$ cat src/rtl/nss_pkg.sv
// shared types, codes and sizes for the nearest shapes top-k selector
package nss_pkg;

  // list geometry
  localparam int unsigned MAX_LIST = 32;
  localparam int unsigned IDX_W    = $clog2(MAX_LIST);
  localparam int unsigned LEN_W    = 6;
  localparam int unsigned RANK_W   = 6;

  // field widths
  localparam int unsigned COORD_W  = 12;
  localparam int unsigned HALF_W   = 13;
  localparam int unsigned ID_W     = 16;
  localparam int unsigned DIST_W   = 27;
  localparam int unsigned CFG_W    = 13;
  localparam int unsigned CFG_IDX_W = 2;

  // constants of the selection rule
  localparam logic [RANK_W-1:0]  NOT_KEPT    = RANK_W'(32);
  localparam logic [DIST_W-1:0]  MIN_DIST_SQ = DIST_W'(36);
  localparam logic [DIST_W-1:0]  DIST_ONES   = {DIST_W{1'b1}};
  localparam logic [LEN_W-1:0]   LEN_RESET   = LEN_W'(20);
  localparam logic [COORD_W-1:0] COORD_MAX   = {COORD_W{1'b1}};

  // request codes on the input channel
  localparam logic [1:0] REQ_POINT = 2'd0;
  localparam logic [1:0] REQ_CLEAR = 2'd1;
  localparam logic [1:0] REQ_READ  = 2'd2;

  // configuration register indexes
  localparam logic [CFG_IDX_W-1:0] REG_CENTER_X = 2'd0;
  localparam logic [CFG_IDX_W-1:0] REG_CENTER_Y = 2'd1;
  localparam logic [CFG_IDX_W-1:0] REG_LIST_LEN = 2'd2;

  // result kinds
  localparam logic KIND_REPORT = 1'b0;
  localparam logic KIND_ENTRY  = 1'b1;

  // command queue depth
  localparam int unsigned QDEPTH = 4;
  localparam int unsigned QPTR_W = $clog2(QDEPTH);

  typedef enum logic [1:0] {
    CMD_SHAPE,
    CMD_CLEAR,
    CMD_READ
  } cmd_kind_t;

  typedef struct packed {
    cmd_kind_t          kind;
    logic [ID_W-1:0]    id;
    logic [HALF_W-1:0]  cx;
    logic [HALF_W-1:0]  cy;
  } cmd_t;

  typedef struct packed {
    logic full;
    logic empty;
  } q_stat_t;

  typedef struct packed {
    logic [HALF_W-1:0] center_x;
    logic [HALF_W-1:0] center_y;
    logic [LEN_W-1:0]  list_len;
  } cfg_t;

  typedef enum logic [2:0] {
    S_IDLE,
    S_SQ,
    S_SUM,
    S_CMP,
    S_INS,
    S_RD
  } back_state_t;

endpackage

$ cat src/rtl/nss_cmd_fifo.sv
// short command queue between front end and list engine
module nss_cmd_fifo (
  input  logic             clk,
  input  logic             rst_n,
  input  logic             push,
  input  nss_pkg::cmd_t    push_cmd,
  input  logic             pop,
  output nss_pkg::cmd_t    head_cmd,
  output nss_pkg::q_stat_t q_stat
);

  nss_pkg::cmd_t                 ent_r [nss_pkg::QDEPTH];
  logic [nss_pkg::QPTR_W-1:0]    wr_ptr_r, wr_ptr_nxt;
  logic [nss_pkg::QPTR_W-1:0]    rd_ptr_r, rd_ptr_nxt;
  logic [nss_pkg::QPTR_W:0]      cnt_r, cnt_nxt;
  logic                          do_push, do_pop;

  assign q_stat.full  = (cnt_r == (nss_pkg::QPTR_W+1)'(nss_pkg::QDEPTH));
  assign q_stat.empty = (cnt_r == '0);
  assign head_cmd     = ent_r[rd_ptr_r];

  assign do_push = push && !q_stat.full;
  assign do_pop  = pop && !q_stat.empty;

  // pointer and fill count update
  always_comb begin
    wr_ptr_nxt = do_push ? wr_ptr_r + nss_pkg::QPTR_W'(1) : wr_ptr_r;
    rd_ptr_nxt = do_pop ? rd_ptr_r + nss_pkg::QPTR_W'(1) : rd_ptr_r;
    cnt_nxt    = cnt_r;
    if (do_push && !do_pop) begin
      cnt_nxt = cnt_r + (nss_pkg::QPTR_W+1)'(1);
    end else if (do_pop && !do_push) begin
      cnt_nxt = cnt_r - (nss_pkg::QPTR_W+1)'(1);
    end
  end

  always_ff @(posedge clk) begin
    if (!rst_n) begin
      wr_ptr_r <= '0;
      rd_ptr_r <= '0;
      cnt_r    <= '0;
    end else begin
      wr_ptr_r <= wr_ptr_nxt;
      rd_ptr_r <= rd_ptr_nxt;
      cnt_r    <= cnt_nxt;
    end
  end

  // entry storage
  always_ff @(posedge clk) begin
    if (do_push) begin
      ent_r[wr_ptr_r] <= push_cmd;
    end
  end

endmodule

$ cat config.mk
export PLATFORM = sky130hd
export DESIGN_NAME = nss_cmd_fifo
export DESIGN_NICKNAME = d
export VERILOG_FILES = /design/src/rtl/nss_pkg.sv /design/src/rtl/nss_cmd_fifo.sv
export SDC_FILE = /design/constraint.sdc
export NUM_CORES = 1
export LEC_CHECK = 0
export ABC_AREA = 1
export BUFFER_PORTS_ARGS = -buffer_cell sky130_fd_sc_hd__buf_2
export CORE_AREA = 2 2 123 125
export CTS_BUF_LIST = sky130_fd_sc_hd__clkbuf_4 sky130_fd_sc_hd__clkbuf_8
export DETAILED_ROUTE_END_ITERATION = 6
export DIE_AREA = 0 0 125 127
export PLACE_DENSITY = 0.72
export SLEW_MARGIN = 10
export SYNTH_ARGS = -nofsm -noshare
export SYNTH_HDL_FRONTEND = slang
export SYNTH_SLANG_ARGS = --single-unit
$ cat constraint.sdc
create_clock -name clk -period 2.9 [get_ports clk]
set_input_delay 0.29 -clock clk [delete_from_list [all_inputs] [get_ports clk]]
set_output_delay 0.29 -clock clk [all_outputs]
set_load 0.05 [all_outputs]
==> out/results.ini, run 1 <==
[logic_synthesis]
netlist_area_mm2=0.00710
yosysSeqAreaShare_pct=77.0
synth_warnings=0
syn_nets=549
postSynthAreaPerCell_um2=14.3
yosys_register_bits=185
synthDistinctLibCells=23
synth_cells=495

[cts]
clk_pin_slew_ns=0.09
hold_buffers=0
cts_buffers=17
htree_levels=4
cts_resized=0
clock_path_buffers=2
clk_latency_ns=0.45
cts-root-buf=clkbuf_8
cts_tree=done
cts_setup_buffers=0
clock_sinks=185

[cells_and_area]
fill_cells=1146
multiInputGateArea_mm2=0.00141
final_cell_mix=176 x edfxtp_1, 93 x buf_2, 88 x nor2_1
instances_no_fill=786
layout.area.seq_mm2=0.00547
syn2layout_area_growth_pct=14.6
final_nets=642
layout-drive-gt1-share_pct=26.3
final_common_cell=edfxtp_1
fin_area_mm2=0.00813
fin_util_pct=56.4

[grt]
grt_start_max_net_pins=89
grtUsageTotal_pct=18.3
grt-busiest-layer=met2
gr-usage-met2_pct=30.4
grtUsageMet1_pct=22.5
overflow=0
antenna_found_initial=4
grt_pass1_vias=4366
grt_pass1_wl_mm=22.3
met3_usage_pct=5.90

[critical_path]
crit_chain=inv_6 -> o21ai_0 -> o22ai_1 -> buf_2
worstReg2RegStart=cnt_r[0]
cp.arrival_ns=2.34
crit_fanout=88
cpPeakStageDelay_ns=0.52
critPathLaunchType=flop
critPathKind=flop to output port
worst_setup_path_end_kind=output port
crit_required_ns=2.61
slowest_stage=dfxtp_4
reg2reg_depth=9

[run]
maxCapViolations=0

[die]
fp-row-count=44
start_util_pct=49.2
die_h_um=127
die_x_um=125
io_pins=94
dieArea_mm2=0.0159
coreArea_mm2=0.0144

[timing]
fmax_mhz=381
fin_crit_ns=2.63
finalHoldViolations=0
period_share_pct=90.6
setup_violations=0
worst_pin_slew_ns=0.789
relSlewSlack_pct=47.4
fin_hold_ws_ns=0.0444
final.setup_skew_ns=0.0126
rsz0062_at_grt=false
slew_viol_final=0

[drt]
final_antenna_net_count=0
drtIter0Drc=435
post-route-drc-count=0
drt-total-wl_mm=14.3
drt_pass1_iterations=5
vias_per_cell=5.50
routedWlPerCell_um=18.2
vias=4320

[placement]
place_area_mm2=0.00773
dpl.cell_count=753
place_hpwl_mm=8.46
routabilityCongestion=0.742
io_buffer_count=93

[pwr]
ir_drop_v=0.000442
power_density_mw_per_mm2=959
p_leak_nw=2.87

[min_path]
hold_path.class=input pin to flop
holdPathStages=1
min_from=push_cmd[28]

[run_status]
status=finished clean

cells by family (layout without fill, tap and decap cells):
kind of cell / after synthesis / in the layout / synth area share, %
XOR/XNOR: 1 / 1 / 0.123
AO/OA/AOI/OAI: 136 / 136 / 11.3
flip-flops: 185 / 185 / 77.0
adder cells (fa/ha/maj): 6 / 6 / 1.16
AND/OR/NAND/NOR: 122 / 122 / 6.93
other: 0 / 2 / 0
buffers and inverters: 45 / 150 / 3.51
synth_stat cells, drive strengths merged:
| library cell | number | area (um2) |
|---|---|---|
| edfxtp | 176 | 5290 |
| nor2 | 102 | 408 |
| o21ai | 89 | 445 |
| o22ai | 44 | 338 |
| buf | 24 | 161 |
| inv | 18 | 72.6 |
| nand2 | 15 | 56.3 |
| dfxtp | 9 | 180 |
| ha | 5 | 62.6 |
| nand3 | 4 | 20.0 |
| a21oi | 3 | 15.0 |
| clkbuf | 3 | 15.0 |
| fa | 1 | 20.0 |
| nand3b | 1 | 7.51 |
| xor2 | 1 | 8.76 |
cell type report:
class                   count  share of cell area, %
inverters                  18                  0.892
clock inverters            13                   1.86
well taps                 184                   2.83
multi-input cells         265                   17.4
clock buffers              18                   2.97
repair buffers            101                   6.77
diodes                      2                 0.0615
flip-flops and latches    185                   67.3
sequential cells by signal, summed over array words and instances, names as in the netlist, named ones only:
signal and flops:
ent_r 176, wr_ptr_r 2, rd_ptr_r 2, cnt_r 3
path summary, 6_finish.rpt:
path                       end  slack (ns)
setup reg to reg      cnt_r[1]        0.62
hold reg to reg           flop        0.51
hold / removal    ent_r[1][28]        0.04
setup / recovery  head_cmd[30]        0.27
per-layer routing:
| metal | up-vias | wire, um |
|---|---|---|
| met5 | - | 18 |
| met2 | 143 | 7220 |
| met1 | 2140 | 6000 |
| li1 | 2009 | - |
| met3 | 24 | 883 |
| met4 | 4 | 221 |
power breakdown:
group / leakage [nW] / internal (mW) / switching, mW
combinational: 0.985 / 0.596 / 2.09
clock: 0.201 / 0.851 / 0.859
sequential: 1.69 / 3.24 / 0.159
stage by stage:
step	power, mW	setup slack, ns	setup TNS [ns]
after floorplan	5.52	-0.0554	-9.74
after global placement	6.10	0.708	0
after detailed placement	6.17	0.692	0
after CTS	7.85	0.187	0
after global routing	8.13	0.0860	0
final	7.80	0.273	0
critical path: cells and delay by family (launching register included):
family                 cells  cell delay (ns)
AO/OA/AOI/OAI              2             0.42
buffers and inverters      2             0.83
flip-flops                 1             0.52
No activity file was read; power rests on OpenSTA's default activity.
==> run 2: changes to the inputs <==
Settings changed: CORE_AREA 2 2 123 125 to 2 2 118 120, DIE_AREA 0 0 125 127 to 0 0 120 122, PLACE_DENSITY 0.72 to 0.77.
==> run 2 against run 1 <==
Cell count down 0.64%. Total power about the same. Routed wire length down 5.0%. Critical path type unchanged. Critical endpoint is now head_cmd[31]. Largest power group unchanged. Highest routed layer unchanged.
==> out/results.ini, run 2 (same netlist as run 1, synthesis figures left out) <==
[run_status]
status=finished clean

[critical_path]
rrSetupSlack_ns=0.70
crit_required_ns=2.61
reg2reg_depth=9
critPathLaunchType=flop
cpPeakStageDelay_ns=0.69
slowest_stage=dfxtp_2
worst_setup_path_end_kind=output port
critPathKind=flop to output port
crit_fanout=29
cp_num_buf_inv=2
path_depth=4
crit_chain=buf_4 -> o21ai_0 -> o22ai_1 -> buf_2
crit_family=buffers and inverters
cp.arrival_ns=2.31

[placement]
io_buffer_count=93
preCtsSetupSlack_ns=0.734
routabilityCongestion=0.771
place_hpwl_mm=7.77

[cts]
cts_buffers=17
cts_tree=done
cts_resized=0
cts-root-buf=clkbuf_8
htree_levels=4
cts_setup_buffers=0
hold_buffers=0
clk_pin_slew_ns=0.09
clock_sinks=185
clk_latency_ns=0.46
clock_path_buffers=2

[die]
die_h_um=122
dieArea_mm2=0.0146
fp-row-count=43
coreArea_mm2=0.0135
start_util_pct=52.5
io_pins=94
die_x_um=120

[min_path]
holdPathStages=1
hold_path.class=input pin to flop

[cells_and_area]
final_cell_mix=176 x edfxtp_1, 93 x buf_2, 88 x nor2_1
reg_top3=ent_r (176), cnt_r (3)
layout-drive-gt1-share_pct=26.5
final_nets=641
regMostFlops=ent_r
syn2layout_area_growth_pct=14.2
largest_register_ffs=176
final_common_cell=edfxtp_1

[timing]
relSlewSlack_pct=51.6
fin_hold_ws_ns=0.0403
setup_violations=0
finalHoldViolations=0
final.setup_skew_ns=0.00649
fmax_mhz=385
rsz0062_at_grt=false
slew_viol_final=0
period_share_pct=89.6
fin_ws_ns=0.301
worst_pin_slew_ns=0.725
fin_crit_ns=2.60
fin_tns_setup_ns=0

[grt]
grt_pass1_vias=4085
grt_pass1_wl_mm=20.7
grt_start_max_net_pins=89
grtUsageTotal_pct=18.9
overflow=0
antenna_found_initial=2

[pwr]
ir_drop_v=0.000774
power_mw=7.79
power_density_mw_per_mm2=961
p_leak_nw=2.85

[drt]
final_antenna_net_count=0
post-route-drc-count=0
drt_pass1_iterations=5
drt-total-wl_mm=13.6
vias_per_cell=5.49
drtIter0Drc=330
vias=4291
routedWlPerCell_um=17.4

[run]
maxCapViolations=0

## run 2: worst register-to-register path, stage by stage (launching register included)
cell and delay [ns]:
dfxtp_1 0.35, nor2_1 0.16, nand2_1 0.13, nand2_1 0.33
inv_1 0.15, ha_1 0.25, inv_1 0.10, fa_1 0.41
o21ai_0 0.18, nor2_1 0.05
## run 2: path summary, 6_finish.rpt
path | end | start
setup / recovery | head_cmd[31] | flop
hold reg to reg | flop | rd_ptr_r[1]
setup reg to reg | cnt_r[1] | cnt_r[1]
hold / removal | ent_r[2][12] | push_cmd[12]
## run 2: area by class of cell
type                       instances  area (um2)
antenna                            1        2.50
clock buffer                      17         234
clock inverter                    15         175
fill                            1021        5400
inverter                          18        72.6
multi-input combinational        265        1410
sequential                       185        5470
tap                              180         225
timing repair buffer             100         518
## run 2: metrics by stage
step | utilization (%) | cell area, um2 | instances
after floorplan | - | 7100 | 495
after global routing | 60.0 | 8110 | 781
final | 60.0 | 8110 | 781
after global placement | 57.0 | 7690 | 748
after CTS | 60.0 | 8100 | 780
after detailed placement | 57.0 | 7690 | 748
## run 2: per-layer routing
layer | track usage (%) | up-vias | wire (um)
met2 | 30.1 | 131 | 6760
met4 | 8.60 | 2 | 285
met1 | 24.5 | 2123 | 5830
met5 | 0 | - | 16
met3 | 5.01 | 26 | 724
li1 | - | 2009 | -
## run 2: power by group
group          internal, mW  total, mW  switching, mW  leakage, nW
combinational         0.582       2.67           2.09        0.973
clock                 0.850       1.74          0.891        0.188
sequential             3.25       3.38          0.130         1.69
total                  4.68       7.79           3.11         2.85
