--- config.mk ---
export PLATFORM = sky130hd
export DESIGN_NAME = nss_front
export DESIGN_NICKNAME = d
export VERILOG_FILES = /design/src/rtl/nss_pkg.sv /design/src/rtl/nss_front.sv
export SDC_FILE = /design/constraint.sdc
export NUM_CORES = 1
export LEC_CHECK = 0
export ABC_AREA = 1
export BUFFER_PORTS_ARGS = -buffer_cell sky130_fd_sc_hd__buf_2
export CORE_UTILIZATION = 30
export CTS_BUF_LIST = sky130_fd_sc_hd__clkbuf_4 sky130_fd_sc_hd__clkbuf_8
export CTS_CLUSTER_DIAMETER = 120
export DETAILED_ROUTE_END_ITERATION = 16
export PLACE_DENSITY = 0.57
export REMOVE_ABC_BUFFERS = 1
export SLEW_MARGIN = 20
export SYNTH_ARGS = -nofsm -noshare
export SYNTH_HDL_FRONTEND = slang
export SYNTH_SLANG_ARGS = --single-unit
--- constraint.sdc ---
create_clock -name clk -period 7.55 [get_ports clk]
set_clock_uncertainty 0.1 [all_clocks]
set_input_delay 1.1325 -clock clk [delete_from_list [all_inputs] [get_ports clk]]
set_output_delay 1.1325 -clock clk [all_outputs]
set_load 0.1 [all_outputs]
--- src/rtl/nss_pkg.sv ---
// shared types, codes and sizes for the nearest shapes top-k selector
package nss_pkg;

  // list geometry
  localparam int unsigned MAX_LIST = 32;
  localparam int unsigned IDX_W    = $clog2(MAX_LIST);
  localparam int unsigned LEN_W    = 6;
  localparam int unsigned RANK_W   = 6;

  // field widths
  localparam int unsigned COORD_W  = 12;
  localparam int unsigned HALF_W   = 13;
  localparam int unsigned ID_W     = 16;
  localparam int unsigned DIST_W   = 27;
  localparam int unsigned CFG_W    = 13;
  localparam int unsigned CFG_IDX_W = 2;

  // constants of the selection rule
  localparam logic [RANK_W-1:0]  NOT_KEPT    = RANK_W'(32);
  localparam logic [DIST_W-1:0]  MIN_DIST_SQ = DIST_W'(36);
  localparam logic [DIST_W-1:0]  DIST_ONES   = {DIST_W{1'b1}};
  localparam logic [LEN_W-1:0]   LEN_RESET   = LEN_W'(20);
  localparam logic [COORD_W-1:0] COORD_MAX   = {COORD_W{1'b1}};

  // request codes on the input channel
  localparam logic [1:0] REQ_POINT = 2'd0;
  localparam logic [1:0] REQ_CLEAR = 2'd1;
  localparam logic [1:0] REQ_READ  = 2'd2;

  // configuration register indexes
  localparam logic [CFG_IDX_W-1:0] REG_CENTER_X = 2'd0;
  localparam logic [CFG_IDX_W-1:0] REG_CENTER_Y = 2'd1;
  localparam logic [CFG_IDX_W-1:0] REG_LIST_LEN = 2'd2;

  // result kinds
  localparam logic KIND_REPORT = 1'b0;
  localparam logic KIND_ENTRY  = 1'b1;

  // command queue depth
  localparam int unsigned QDEPTH = 4;
  localparam int unsigned QPTR_W = $clog2(QDEPTH);

  typedef enum logic [1:0] {
    CMD_SHAPE,
    CMD_CLEAR,
    CMD_READ
  } cmd_kind_t;

  typedef struct packed {
    cmd_kind_t          kind;
    logic [ID_W-1:0]    id;
    logic [HALF_W-1:0]  cx;
    logic [HALF_W-1:0]  cy;
  } cmd_t;

  typedef struct packed {
    logic full;
    logic empty;
  } q_stat_t;

  typedef struct packed {
    logic [HALF_W-1:0] center_x;
    logic [HALF_W-1:0] center_y;
    logic [LEN_W-1:0]  list_len;
  } cfg_t;

  typedef enum logic [2:0] {
    S_IDLE,
    S_SQ,
    S_SUM,
    S_CMP,
    S_INS,
    S_RD
  } back_state_t;

endpackage

--- src/rtl/nss_front.sv ---
// front end: takes words, tracks the contour bounding box, issues commands
module nss_front (
  input  logic                          clk,
  input  logic                          rst_n,
  input  logic                          in_valid,
  output logic                          in_stall,
  input  logic [1:0]                    in_req_type,
  input  logic [nss_pkg::COORD_W-1:0]   in_point_x,
  input  logic [nss_pkg::COORD_W-1:0]   in_point_y,
  input  logic                          in_last_point,
  input  nss_pkg::q_stat_t              q_stat,
  output logic                          push,
  output nss_pkg::cmd_t                 push_cmd
);

  logic [nss_pkg::COORD_W-1:0] min_x_r, max_x_r, min_y_r, max_y_r;
  logic [nss_pkg::COORD_W-1:0] min_x_nxt, max_x_nxt, min_y_nxt, max_y_nxt;
  logic [nss_pkg::ID_W-1:0]    count_r, count_nxt;
  logic [nss_pkg::COORD_W-1:0] min_x_upd, max_x_upd, min_y_upd, max_y_upd;
  logic                        accept;

  assign in_stall = q_stat.full;
  assign accept   = in_valid && !q_stat.full;

  // box including the current point
  always_comb begin
    min_x_upd = (in_point_x < min_x_r) ? in_point_x : min_x_r;
    max_x_upd = (in_point_x > max_x_r) ? in_point_x : max_x_r;
    min_y_upd = (in_point_y < min_y_r) ? in_point_y : min_y_r;
    max_y_upd = (in_point_y > max_y_r) ? in_point_y : max_y_r;
  end

  // request decode
  always_comb begin
    min_x_nxt     = min_x_r;
    max_x_nxt     = max_x_r;
    min_y_nxt     = min_y_r;
    max_y_nxt     = max_y_r;
    count_nxt     = count_r;
    push          = 1'b0;
    push_cmd.kind = nss_pkg::CMD_SHAPE;
    push_cmd.id   = count_r;
    // box centre in half-pixel units
    push_cmd.cx   = {1'b0, min_x_upd} + {1'b0, max_x_upd} + nss_pkg::HALF_W'(1);
    push_cmd.cy   = {1'b0, min_y_upd} + {1'b0, max_y_upd} + nss_pkg::HALF_W'(1);
    if (accept) begin
      case (in_req_type)
        nss_pkg::REQ_POINT: begin
          if (in_last_point) begin
            push      = 1'b1;
            count_nxt = count_r + nss_pkg::ID_W'(1);
            min_x_nxt = nss_pkg::COORD_MAX;
            max_x_nxt = '0;
            min_y_nxt = nss_pkg::COORD_MAX;
            max_y_nxt = '0;
          end else begin
            min_x_nxt = min_x_upd;
            max_x_nxt = max_x_upd;
            min_y_nxt = min_y_upd;
            max_y_nxt = max_y_upd;
          end
        end
        nss_pkg::REQ_CLEAR: begin
          push          = 1'b1;
          push_cmd.kind = nss_pkg::CMD_CLEAR;
          count_nxt     = '0;
          min_x_nxt     = nss_pkg::COORD_MAX;
          max_x_nxt     = '0;
          min_y_nxt     = nss_pkg::COORD_MAX;
          max_y_nxt     = '0;
        end
        nss_pkg::REQ_READ: begin
          push          = 1'b1;
          push_cmd.kind = nss_pkg::CMD_READ;
        end
        default: begin
        end
      endcase
    end
  end

  // box and contour counter
  always_ff @(posedge clk) begin
    if (!rst_n) begin
      min_x_r <= nss_pkg::COORD_MAX;
      max_x_r <= '0;
      min_y_r <= nss_pkg::COORD_MAX;
      max_y_r <= '0;
      count_r <= '0;
    end else begin
      min_x_r <= min_x_nxt;
      max_x_r <= max_x_nxt;
      min_y_r <= min_y_nxt;
      max_y_r <= max_y_nxt;
      count_r <= count_nxt;
    end
  end

endmodule

==> run_results.csv, run 1 <==
group,metric,value,unit
synth,synth_edf_count,0,
critical_path,crit_fanout,13,
timing,setup_tns,0,ns
grt,grt_first_pass_wirelength,26100,um
place,dp_slack,1.15,ns
routing,drt_iter0_drc,307,
clock_tree,cts_made_buffers,9,
critical_path,criticalPathCategory,"primary input to primary output",
synth,yosysUniqueCellTypes,39,
clock_tree,clkTransAtPathRegs,0.07,ns
clock_tree,cts_hold_repair.buffers,0,
synth,ys.warnings.count,0,
floorplan,die_y,142,um
grt,grt_overflow_total,0,
grt,grt_max_degree,54,
synth,netlist_top_cells_count,"nand2_1, inv_1, nand3_1",
clock_tree,insertion_delay,0.37,ns
min_path,whs_path_depth,2,
clock_tree,clock-sinks,64,
power_and_ir_drop,peakVddDrop,150,uV
synth,yosysSeqAreaShare,21.7,%
grt,antenna_found_initial,1,
clock_tree,cts_setup_buffers,0,
layout,drive_above_1_share,11.6,%
timing,slew_headroom,30.2,%
synth,post-synth-top-count-cell,"nand2_1",
synth,avgSynthCellArea,6.33,um2
timing,slew_viol_final,0,
outcome,outcome,"finished clean",
routing,drtAntennaViolNets,0,
clock_tree,cts.root.buffer_cell,"clkbuf_8",
place,dp_cells,1243,
place,gp_congestion,0.820,
clock_tree,cts.path.max_buffers,2,
floorplan,io_pins,78,
routing,remaining_drc_errors,0,
timing,finalHoldViolCount,0,
layout,area_delta_synth_final,13.9,%
synth,netlist.area_leader.share,21.7,%
job,timing.max_cap.violations,0,
timing,rsz0062_at_grt,"no",
timing,tightestPinTransition,1.05,ns
place,place.detailed.hpwl,11700,um
floorplan,die_area,0.0202,mm2
routing,first_pass_iters,4,
routing,vias_per_cell,4.70,
synth,synth.cell_area,0.00589,mm2
critical_path,crit_path_end_kind,"primary output",
routing,wirelength,15600,um
power_and_ir_drop,p_leak,3.40,nW
synth,synthFlopType,"dfxtp_1",
critical_path,start_kind,"primary input",
synth,synth.area.top_cells,"dfxtp_1, nand2_1, ha_1",
critical_path,critical_path_arrival,5.11,ns
floorplan,row_count,50,
place,numPortBuffers,76,
routing,vias,5918,
min_path,hold_class,"register to register",
clock_tree,htreeDepth,3,
synth,synthArstFlopShare,0,%
timing,fin_ws,1.21,ns
timing,setup_violations,0,
critical_path,r2r_cells,10,
floorplan,initial_core_util,31.1,%
routing,wire_per_inst,12.4,um
synth,synth_area_leader_cell,"dfxtp_1",
critical_path,cp.required,6.32,ns
synth,netlist_instances,931,
floorplan,die_w,142,um
timing,finalCritPeriodShare,84.0,%
grt,first_global_vias,5467,
timing,layout_min_cycle_time,6.34,ns
synth,yosys_register_bits,64,
clock_tree,cts_tree,"yes",
power_and_ir_drop,p_per_area,235,mW/mm2
layout,fin_cells,1260,
clock_tree,cts_resized,0,
grt,grt_usage,16.2,%
layout,fin_nets,1105,
timing,fmax,158,MHz
floorplan,core_area,0.0190,mm2
## logic make-up (layout without fill, tap and decap cells)
group                    Yosys count  after routing  synth area share (%)
AND/OR/NAND/NOR                  473            473                  35.3
AO/OA/AOI/OAI                    131            131                  12.2
buffers and inverters            167            235                  11.2
XOR/XNOR                          18             18                  2.67
other                              0              1                     0
adder cells (fa/ha/maj)           78             78                  16.8
flip-flops                        64             64                  21.7
## metrics by stage
stage | total power [W] | hold slack (ns) | instance area [um2] | utilization (%)
floorplan | 0.00113 | 0.345 | 5750 | -
global placement | 0.00128 | 0.352 | 6500 | 34.3
detailed placement | 0.00128 | 0.355 | 6500 | 34.3
CTS | 0.00160 | 0.367 | 6690 | 35.3
global route | 0.00167 | 0.382 | 6710 | 35.4
finish | 0.00158 | 0.366 | 6720 | 35.4
## path summary, 6_finish.rpt
check	startpoint	to	slack, ns
max	in_point_y[11]	push_cmd[10]	1.21
min	max_x_r[5]$_SDFFE_PN0P_	max_x_r[5]$_SDFFE_PN0P_	0.37
max reg2reg	min_x_r[11]$_SDFFE_PN1P_	min_x_r[8]$_SDFFE_PN1P_	5.04
min reg2reg	max_x_r[5]$_SDFFE_PN0P_	max_x_r[5]$_SDFFE_PN0P_	0.37
## worst max-delay path: stages
cell and delay [ns]:
buf_2 0.14, ha_1 0.32, nand4_1 0.16, nor2_1 0.13
nand2_1 0.31, nand2_1 0.50, nand2_1 0.12, and2_1 0.17
ha_1 0.25, fa_1 0.43, o21ai_1 0.37, a21oi_1 0.17
o21ai_1 0.23, nand2_1 0.11, nand2_1 0.07, nand2_1 0.04
nand2_1 0.04, buf_2 0.41
## per-layer routing
layer	vias up	part of all wire, %	track usage [%]
li1	3173	-	-
met1	2640	50	21.6
met2	91	45	26.3
met3	14	3.6	2.39
met4	0	1.5	5.83
met5	-	0	0
## state kept, by name, summed over array words and instances (netlist names)
name and count:
max_x_r 12, min_x_r 12, count_r 16, min_y_r 12
max_y_r 12
## report_power, final
group	switching, W	leakage [nW]	internal, W	total (W)
Combinational	0.000736	2.78	0.000184	0.000920
Clock	0.000143	0.102	0.000162	0.000305
Sequential	0.00000694	0.520	0.000347	0.000354
## layout make-up
cell class / instances / area, um2
fill: 2105 / 12200
multi-input combinational: 700 / 3960
sequential: 64 / 1280
inverter: 137 / 514
timing repair buffer: 83 / 440
tap: 260 / 325
clock buffer: 11 / 145
clock inverter: 4 / 45.0
antenna: 1 / 2.50
## cells in the final DEF (no fill, tap or decap), types with 2 or more instances in the layout
cell type | synthesis | routed
o21bai_1 | 3 | 3
xnor2_1 | 6 | 6
inv_2 | 4 | 4
clkinv_2 | 0 | 3
inv_1 | 133 | 133
nand3_1 | 105 | 105
o21ai_0 | 11 | 11
fa_1 | 2 | 2
dfxtp_1 | 64 | 64
nor2_4 | 1 | 2
ha_1 | 76 | 76
a21o_1 | 4 | 4
buf_2 | 13 | 76
a21oi_1 | 95 | 94
a211oi_1 | 2 | 2
o311ai_0 | 2 | 2
nand4_1 | 16 | 16
nor3_1 | 14 | 14
o21ai_1 | 5 | 5
o211ai_1 | 2 | 2
a21boi_0 | 2 | 2
and2_1 | 22 | 22
nor3_2 | 2 | 2
xor2_1 | 12 | 12
a31o_2 | 3 | 3
clkbuf_8 | 0 | 10
buf_4 | 3 | 6
nor2_1 | 38 | 37
nand2_1 | 268 | 268
Note: power is estimated with default switching activity, not from simulation.
==> run 2, diff against run 1 <==
--- a/config.mk
+++ b/config.mk
@@ -5,13 +5,13 @@
 export SDC_FILE = /design/constraint.sdc
 export NUM_CORES = 1
 export LEC_CHECK = 0
-export ABC_AREA = 1
+export ABC_AREA = 0
 export BUFFER_PORTS_ARGS = -buffer_cell sky130_fd_sc_hd__buf_2
 export CORE_UTILIZATION = 30
 export CTS_BUF_LIST = sky130_fd_sc_hd__clkbuf_4 sky130_fd_sc_hd__clkbuf_8
 export CTS_CLUSTER_DIAMETER = 120
 export DETAILED_ROUTE_END_ITERATION = 16
-export PLACE_DENSITY = 0.57
+export PLACE_DENSITY = 0.59
 export REMOVE_ABC_BUFFERS = 1
 export SLEW_MARGIN = 20
 export SYNTH_ARGS = -nofsm -noshare
==> constraint.sdc (replaced) <==
create_clock -name clk -period 5.7 [get_ports clk]
set_clock_uncertainty 0.1 [all_clocks]
set_input_delay 0.855 -clock clk [delete_from_list [all_inputs] [get_ports clk]]
set_output_delay 0.855 -clock clk [all_outputs]
set_load 0.1 [all_outputs]
==> run 2 against run 1 <==
- global-route usage shrank 1.7 points
- synthesized area fell by 15%
- combinational power increased by 0.7%
- die area fell by 15%
- via count is 28% lower
- hold slack gained 0.012 ns
- worst setup slack worse by 1.0 ns
- critical path depth shrank 2
- critical path type unchanged
==> run_results.csv, run 2 <==
group,metric,value,unit
synth,yosys_register_bits,64,
min_path,hold_class,"register to register",
critical_path,criticalPathCategory,"primary input to primary output",
synth,synth.area.top_cells,"dfxtp_1, ha_1, mux2_2",
power_and_ir_drop,peakVddDrop,257,uV
routing,first_pass_iters,4,
min_path,whs_path_depth,1,
grt,grt_usage,14.5,%
layout,mostFrequentLayoutCells,"ha_1, dfxtp_1, inv_1",
routing,drtAntennaViolNets,0,
layout,antenna_cells,0,
floorplan,initial_core_util,31.0,%
outcome,outcome,"finished clean",
timing,tightestPinTransition,0.929,ns
floorplan,io_pins,78,
clock_tree,htreeDepth,3,
layout,multiInputGateArea,0.00342,mm2
grt,antenna_found_initial,0,
layout,largest_register_ffs,16,
critical_path,r2r_cells,8,
clock_tree,cts_tree,"yes",
grt,grt_max_degree,20,
layout,regMostFlops,"count_r",
synth,netlist_instances,564,
floorplan,row_count,46,
power_and_ir_drop,p_per_area,285,mW/mm2
timing,setup_tns,0,ns
grt,grt_first_pass_wirelength,19500,um
synth,avgSynthCellArea,8.83,um2
clock_tree,cts_made_buffers,9,
synth,synthFlopType,"dfxtp_1",
place,place.detailed.hpwl,9090,um
job,timing.max_cap.violations,0,
synth,synth_adder_area_share,19.9,%
timing,slew_headroom,37.8,%
synth,synth_edf_count,0,
synth,yosysUniqueCellTypes,47,
critical_path,crit_fanout,13,
synth,yosys.area_share.simple,12.2,%
layout,fillers,1638,
routing,vias,4263,
synth,post-synth-top-count-cell,"ha_1",
floorplan,die_area,0.0171,mm2
place,dp_cells,857,
layout,final_common_cell,"ha_1",
timing,layout_min_cycle_time,5.50,ns
timing,finalHoldViolCount,0,
clock_tree,cts.path.max_buffers,2,
synth,synth_top_family_by_area,"compound AO/OA/AOI/OAI gates",
critical_path,start_kind,"primary input",
clock_tree,cts_setup_buffers,0,
synth,synth_mux_area_share,9.47,%
clock_tree,clock-sinks,64,
synth,synth.cell_area,0.00498,mm2
clock_tree,cts.root.buffer_cell,"clkbuf_8",
routing,drt_iter0_drc,183,
grt,grt_overflow_total,0,
place,numPortBuffers,76,
place,gp_congestion,0.816,
synth,netlist_top_cells_count,"ha_1, dfxtp_1, inv_1",
floorplan,die_w,131,um
grt,first_global_vias,4055,
timing,fmax,182,MHz
synth,netlist.area_leader.share,25.7,%
synth,synth-compound-area-share,20.6,%
layout,area_delta_synth_final,24.4,%
layout,fin_nets,762,
synth,synthArstFlopShare,0,%
layout,drive_above_1_share,24.1,%
critical_path,slowest_delay,0.35,ns
critical_path,cp.required,4.74,ns
routing,vias_per_cell,4.89,
critical_path,crit_chain,"buf_2, ha_1, a2111oi_2, nor4_1, o31a_1, nor2_1, buf_12, mux2_2, ha_1, nor2b_1, o21a_1, a31o_2, a21o_1, a41oi_2, xnor2_1, buf_12",
routing,wirelength,11600,um
layout,final-seq-area,0.00128,mm2
clock_tree,cts_hold_repair.buffers,0,
timing,finalCritPeriodShare,96.5,%
timing,hold_ws,0.378,ns
floorplan,core_area,0.0161,mm2
synth,ys.warnings.count,0,
clock_tree,insertion_delay,0.36,ns
timing,setup_violations,0,
timing,slew_viol_final,0,
critical_path,critical_path_arrival,4.55,ns
synth,synth_xor_xnor_area_share,5.80,%
critical_path,critPathSlowestCell,"o31a_1",
routing,remaining_drc_errors,0,
floorplan,die_y,131,um
power_and_ir_drop,p_leak,2.90,nW
clock_tree,clkTransAtPathRegs,0.06,ns
critical_path,crit_path_end_kind,"primary output",
place,dp_slack,0.0282,ns
layout,fin_cells,872,
timing,fin_ws,0.199,ns
power_and_ir_drop,finalPower,0.00177,W
synth,synth_area_leader_cell,"dfxtp_1",
synth,yosysSeqAreaShare,25.7,%
routing,wire_per_inst,13.3,um
[run 2: changes by cell type in the layout (fill, tap and decap cells not counted), sizes merged, moves of 12 or more]
cell,before,now
nand3,107,8
a22o,0,12
a32o,0,12
xnor2,6,20
inv,137,60
a21oi,95,31
nand2,269,37
buf,83,96
o22a,0,24
and2,22,5
mux2,0,33
[run 2: report_power, final]
group	total [W]	switching, W	internal (W)
logic	0.000926	0.000622	0.000304
registers	0.000457	0.00000409	0.000453
clock network	0.000385	0.000187	0.000198
[run 2: what timing repair did]
action,CTS,global route
endpoints found under the setup margin,1,5
resized for setup,1,7
hold endpoints to repair,0,0
pin swaps,0,0
[run 2: cell type report]
type	count	area share, %
multi-input combinational	421	55.2
sequential	64	20.7
timing repair buffer	96	13.2
tap	216	4.36
inverter	60	3.63
clock buffer	9	2.00
clock inverter	6	0.989
[run 2: logic make-up after synthesis]
family	after synthesis
compound gates	142
fa+ha+maj	78
flops	64
xor+xnor	33
buf+inv	79
mux	43
simple gates	125
[run 2: final timing paths]
path,from,endpoint,slack [ns]
setup / recovery,in_point_y[1],push_cmd[10],0.20
hold / removal,max_y_r[10]$_SDFFE_PN0P_,max_y_r[10]$_SDFFE_PN0P_,0.38
setup reg to reg,min_x_r[1]$_SDFFE_PN1P_,min_x_r[11]$_SDFFE_PN1P_,2.83
hold reg to reg,max_y_r[10]$_SDFFE_PN0P_,max_y_r[10]$_SDFFE_PN0P_,0.38
[run 2: critical path, delay by kind of cell]
family	cells	cell delay, ns
muxes	1	0.34
adders and majority gates	2	0.65
AOI/OAI and AO/OA	6	1.56
and+or+nand+nor	3	0.42
xor gates and xnor gates	1	0.19
buffers and inverters	3	0.51
[run 2: per-stage QoR]
| stage | cell area (um2) | utilization, % |
|---|---|---|
| 2_1_floorplan | 4890 | - |
| 3_3_place_gp | 5980 | 37.2 |
| 3_5_place_dp | 5980 | 37.2 |
| 4_1_cts | 6170 | 38.4 |
| 5_1_grt | 6200 | 38.6 |
| 6_report | 6200 | 38.6 |
[run 2: routing by layer]
metal / vias up / GRT usage [%] / wire length (um)
li1: 2213 / - / -
met3: 9 / 2.77 / 386
met5: - / 0 / 0
met2: 69 / 23.8 / 5300
met1: 1972 / 19.0 / 5750
met4: 0 / 4.67 / 153
==> run 3, diff against run 2 <==
--- a/config.mk
+++ b/config.mk
@@ -6,7 +6,7 @@
 export NUM_CORES = 1
 export LEC_CHECK = 0
 export ABC_AREA = 0
-export BUFFER_PORTS_ARGS = -buffer_cell sky130_fd_sc_hd__buf_2
+export BUFFER_PORTS_ARGS = -buffer_cell sky130_fd_sc_hd__buf_4
 export CORE_UTILIZATION = 30
 export CTS_BUF_LIST = sky130_fd_sc_hd__clkbuf_4 sky130_fd_sc_hd__clkbuf_8
 export CTS_CLUSTER_DIAMETER = 120
==> run 3 against run 2 <==
- via count is 0.26% lower
- wire length rose by 6.3%
- sequential cell count did not move
- utilization down 0.96 points
- die area stayed put
- largest power group unchanged
- highest routed layer unchanged
==> run_results.csv, run 3 (synthesis results as in run 2) <==
group,metric,value,unit
layout,largest_register_ffs,16,
clock_tree,htreeDepth,3,
clock_tree,cts.root.buffer_cell,"clkbuf_8",
power_and_ir_drop,p_sw,0.000796,W
timing,finalHoldViolCount,0,
routing,drt_iter0_drc,144,
job,timing.max_cap.violations,0,
critical_path,r2r-end,"min_x_r[8]$_SDFFE_PN1P_",
timing,finalCritPeriodShare,96.6,%
critical_path,cp.required,4.74,ns
timing,slew_viol_final,0,
grt,antenna_found_initial,0,
min_path,whs_path_depth,1,
power_and_ir_drop,p_leak,2.80,nW
place,place_area,0.00582,mm2
power_and_ir_drop,p_per_area,275,mW/mm2
routing,remaining_drc_errors,0,
critical_path,reg2reg_setup_slack,2.75,ns
min_path,holdPathEnd,"max_y_r[10]$_SDFFE_PN0P_",
outcome,outcome,"finished clean",
routing,wire_per_inst,14.2,um
floorplan,die_y,131,um
clock_tree,cts_made_buffers,9,
floorplan,core_area,0.0161,mm2
clock_tree,clock-sinks,64,
grt,first_global_vias,4193,
layout,fin_nets,753,
clock_tree,cts_tree,"yes",
layout,regMostFlops,"count_r",
power_and_ir_drop,internal_power,0.000869,W
routing,drtAntennaViolNets,0,
floorplan,initial_core_util,31.0,%
critical_path,r2r_start,"min_x_r[1]$_SDFFE_PN1P_",
floorplan,row_count,46,
power_and_ir_drop,p_sw_share,47.8,%
min_path,hold_start,"max_y_r[10]$_SDFFE_PN0P_",
clock_tree,cts.path.max_buffers,2,
place,numPortBuffers,76,
clock_tree,clkTransAtPathRegs,0.07,ns
place,place.detailed.hpwl,9630,um
power_and_ir_drop,pwr-share-clk,23.5,%
critical_path,crit_path_end_kind,"primary output",
floorplan,io_pins,78,
timing,setup_tns,0,ns
min_path,hold_class,"register to register",
grt,grt_usage,15.1,%
timing,layout_min_cycle_time,5.50,ns
layout,fillers,1624,
timing,fmax,182,MHz
routing,first_pass_iters,4,
floorplan,die_area,0.0171,mm2
layout,final_area,0.00605,mm2
critical_path,critical_path_arrival,4.55,ns
clock_tree,insertion_delay,0.36,ns
layout,area_delta_synth_final,21.3,%
layout,final_common_cell,"buf_4",
floorplan,die_w,131,um
timing,setup_violations,0,
layout,mostFrequentLayoutCells,"buf_4, ha_1, dfxtp_1",
grt,grt_max_degree,17,
clock_tree,cts_hold_repair.buffers,0,
grt,grt_overflow_total,0,
routing,vias,4252,
grt,grt_first_pass_wirelength,20100,um
critical_path,r2r_cells,8,
critical_path,criticalPathCategory,"primary input to primary output",
critical_path,start_kind,"primary input",
layout,multiInputGateArea,0.00342,mm2
power_and_ir_drop,comb_power_share,49.0,%
routing,wirelength,12300,um
routing,vias_per_cell,4.92,
power_and_ir_drop,peakVddDrop,250,uV
timing,tightestPinTransition,1.07,ns
place,gp_congestion,0.854,
critical_path,crit_fanout,7,
layout,final-seq-area,0.00128,mm2
layout,drive_above_1_share,23.3,%
timing,slew_headroom,28.4,%
power_and_ir_drop,p_seq_share,27.4,%
layout,antenna_cells,0,
-- run 3: changes by cell type in the layout (fill, tap and decap cells not counted), sizes merged --
cell / change
clkbuf: +1
clkinv: -1
buf: -9
clkinvlp: +1
-- run 3: layout make-up --
cell class | instances | share of cell area, %
inverter | 60 | 3.73
clock buffer | 10 | 2.17
tap | 216 | 4.47
multi-input combinational | 421 | 56.6
sequential | 64 | 21.2
clock inverter | 6 | 0.993
timing repair buffer | 87 | 10.9
-- run 3: layer usage --
metal | GRT usage [%] | wire length [um] | share of wire [%] | vias up
li1 | - | - | - | 2201
met1 | 19.2 | 5870 | 48 | 1965
met2 | 25.0 | 5830 | 47 | 71
met3 | 3.18 | 418 | 3.4 | 15
met4 | 5.81 | 199 | 1.6 | 0
met5 | 0 | 0 | 0 | -
-- run 3: worst max path at each step --
stage | startpoint | endpoint | cells past startpoint
floorplan | in_point_x[1] | push_cmd[25] | 15
global placement | in_point_x[1] | push_cmd[22] | 15
finish | in_point_y[1] | push_cmd[9] | 16
CTS | in_point_y[1] | push_cmd[11] | 16
detailed placement | in_point_x[1] | push_cmd[22] | 15
global route | in_point_y[1] | push_cmd[9] | 16
-- run 3: metrics by stage --
stage,power [W],setup WS [ns],hold slack [ns],util (%),std cells
after CTS,0.00168,0.0266,0.387,37.5,864
after global placement,0.00127,-0.00782,0.361,36.2,848
final,0.00167,0.196,0.381,37.7,864
after detailed placement,0.00128,0.0274,0.366,36.3,848
after global routing,0.00175,-0.0615,0.393,37.7,864
after floorplan,0.00110,-1.54,0.349,-,545
-- run 3: power by group through the flow --
stage	logic [W]	registers, W	clock network (W)
6_report	0.000816	0.000457	0.000392
5_1_grt	0.000863	0.000458	0.000424
3_5_place_dp	0.000811	0.000467	0
4_1_cts	0.000814	0.000457	0.000407
2_1_floorplan	0.000626	0.000469	0
3_3_place_gp	0.000802	0.000467	0
-- run 3: critical path, cell delays in order --
cell and delay, ns:
buf_4 0.14, ha_1 0.31, a2111oi_2 0.30, nor4_1 0.09
o31a_1 0.36, nor2_2 0.16, buf_4 0.16, mux2_2 0.34
ha_1 0.37, and2_1 0.18, o21ai_0 0.21, a31oi_2 0.19
a21o_1 0.22, a21oi_1 0.20, xnor2_1 0.16, buf_4 0.32
-- run 3: timing repair --
item / 4_1_cts / 5_1_grt
resized for setup: 1 / 5
setup endpoints to repair: 1 / 6
buffers inserted: 0 / 0
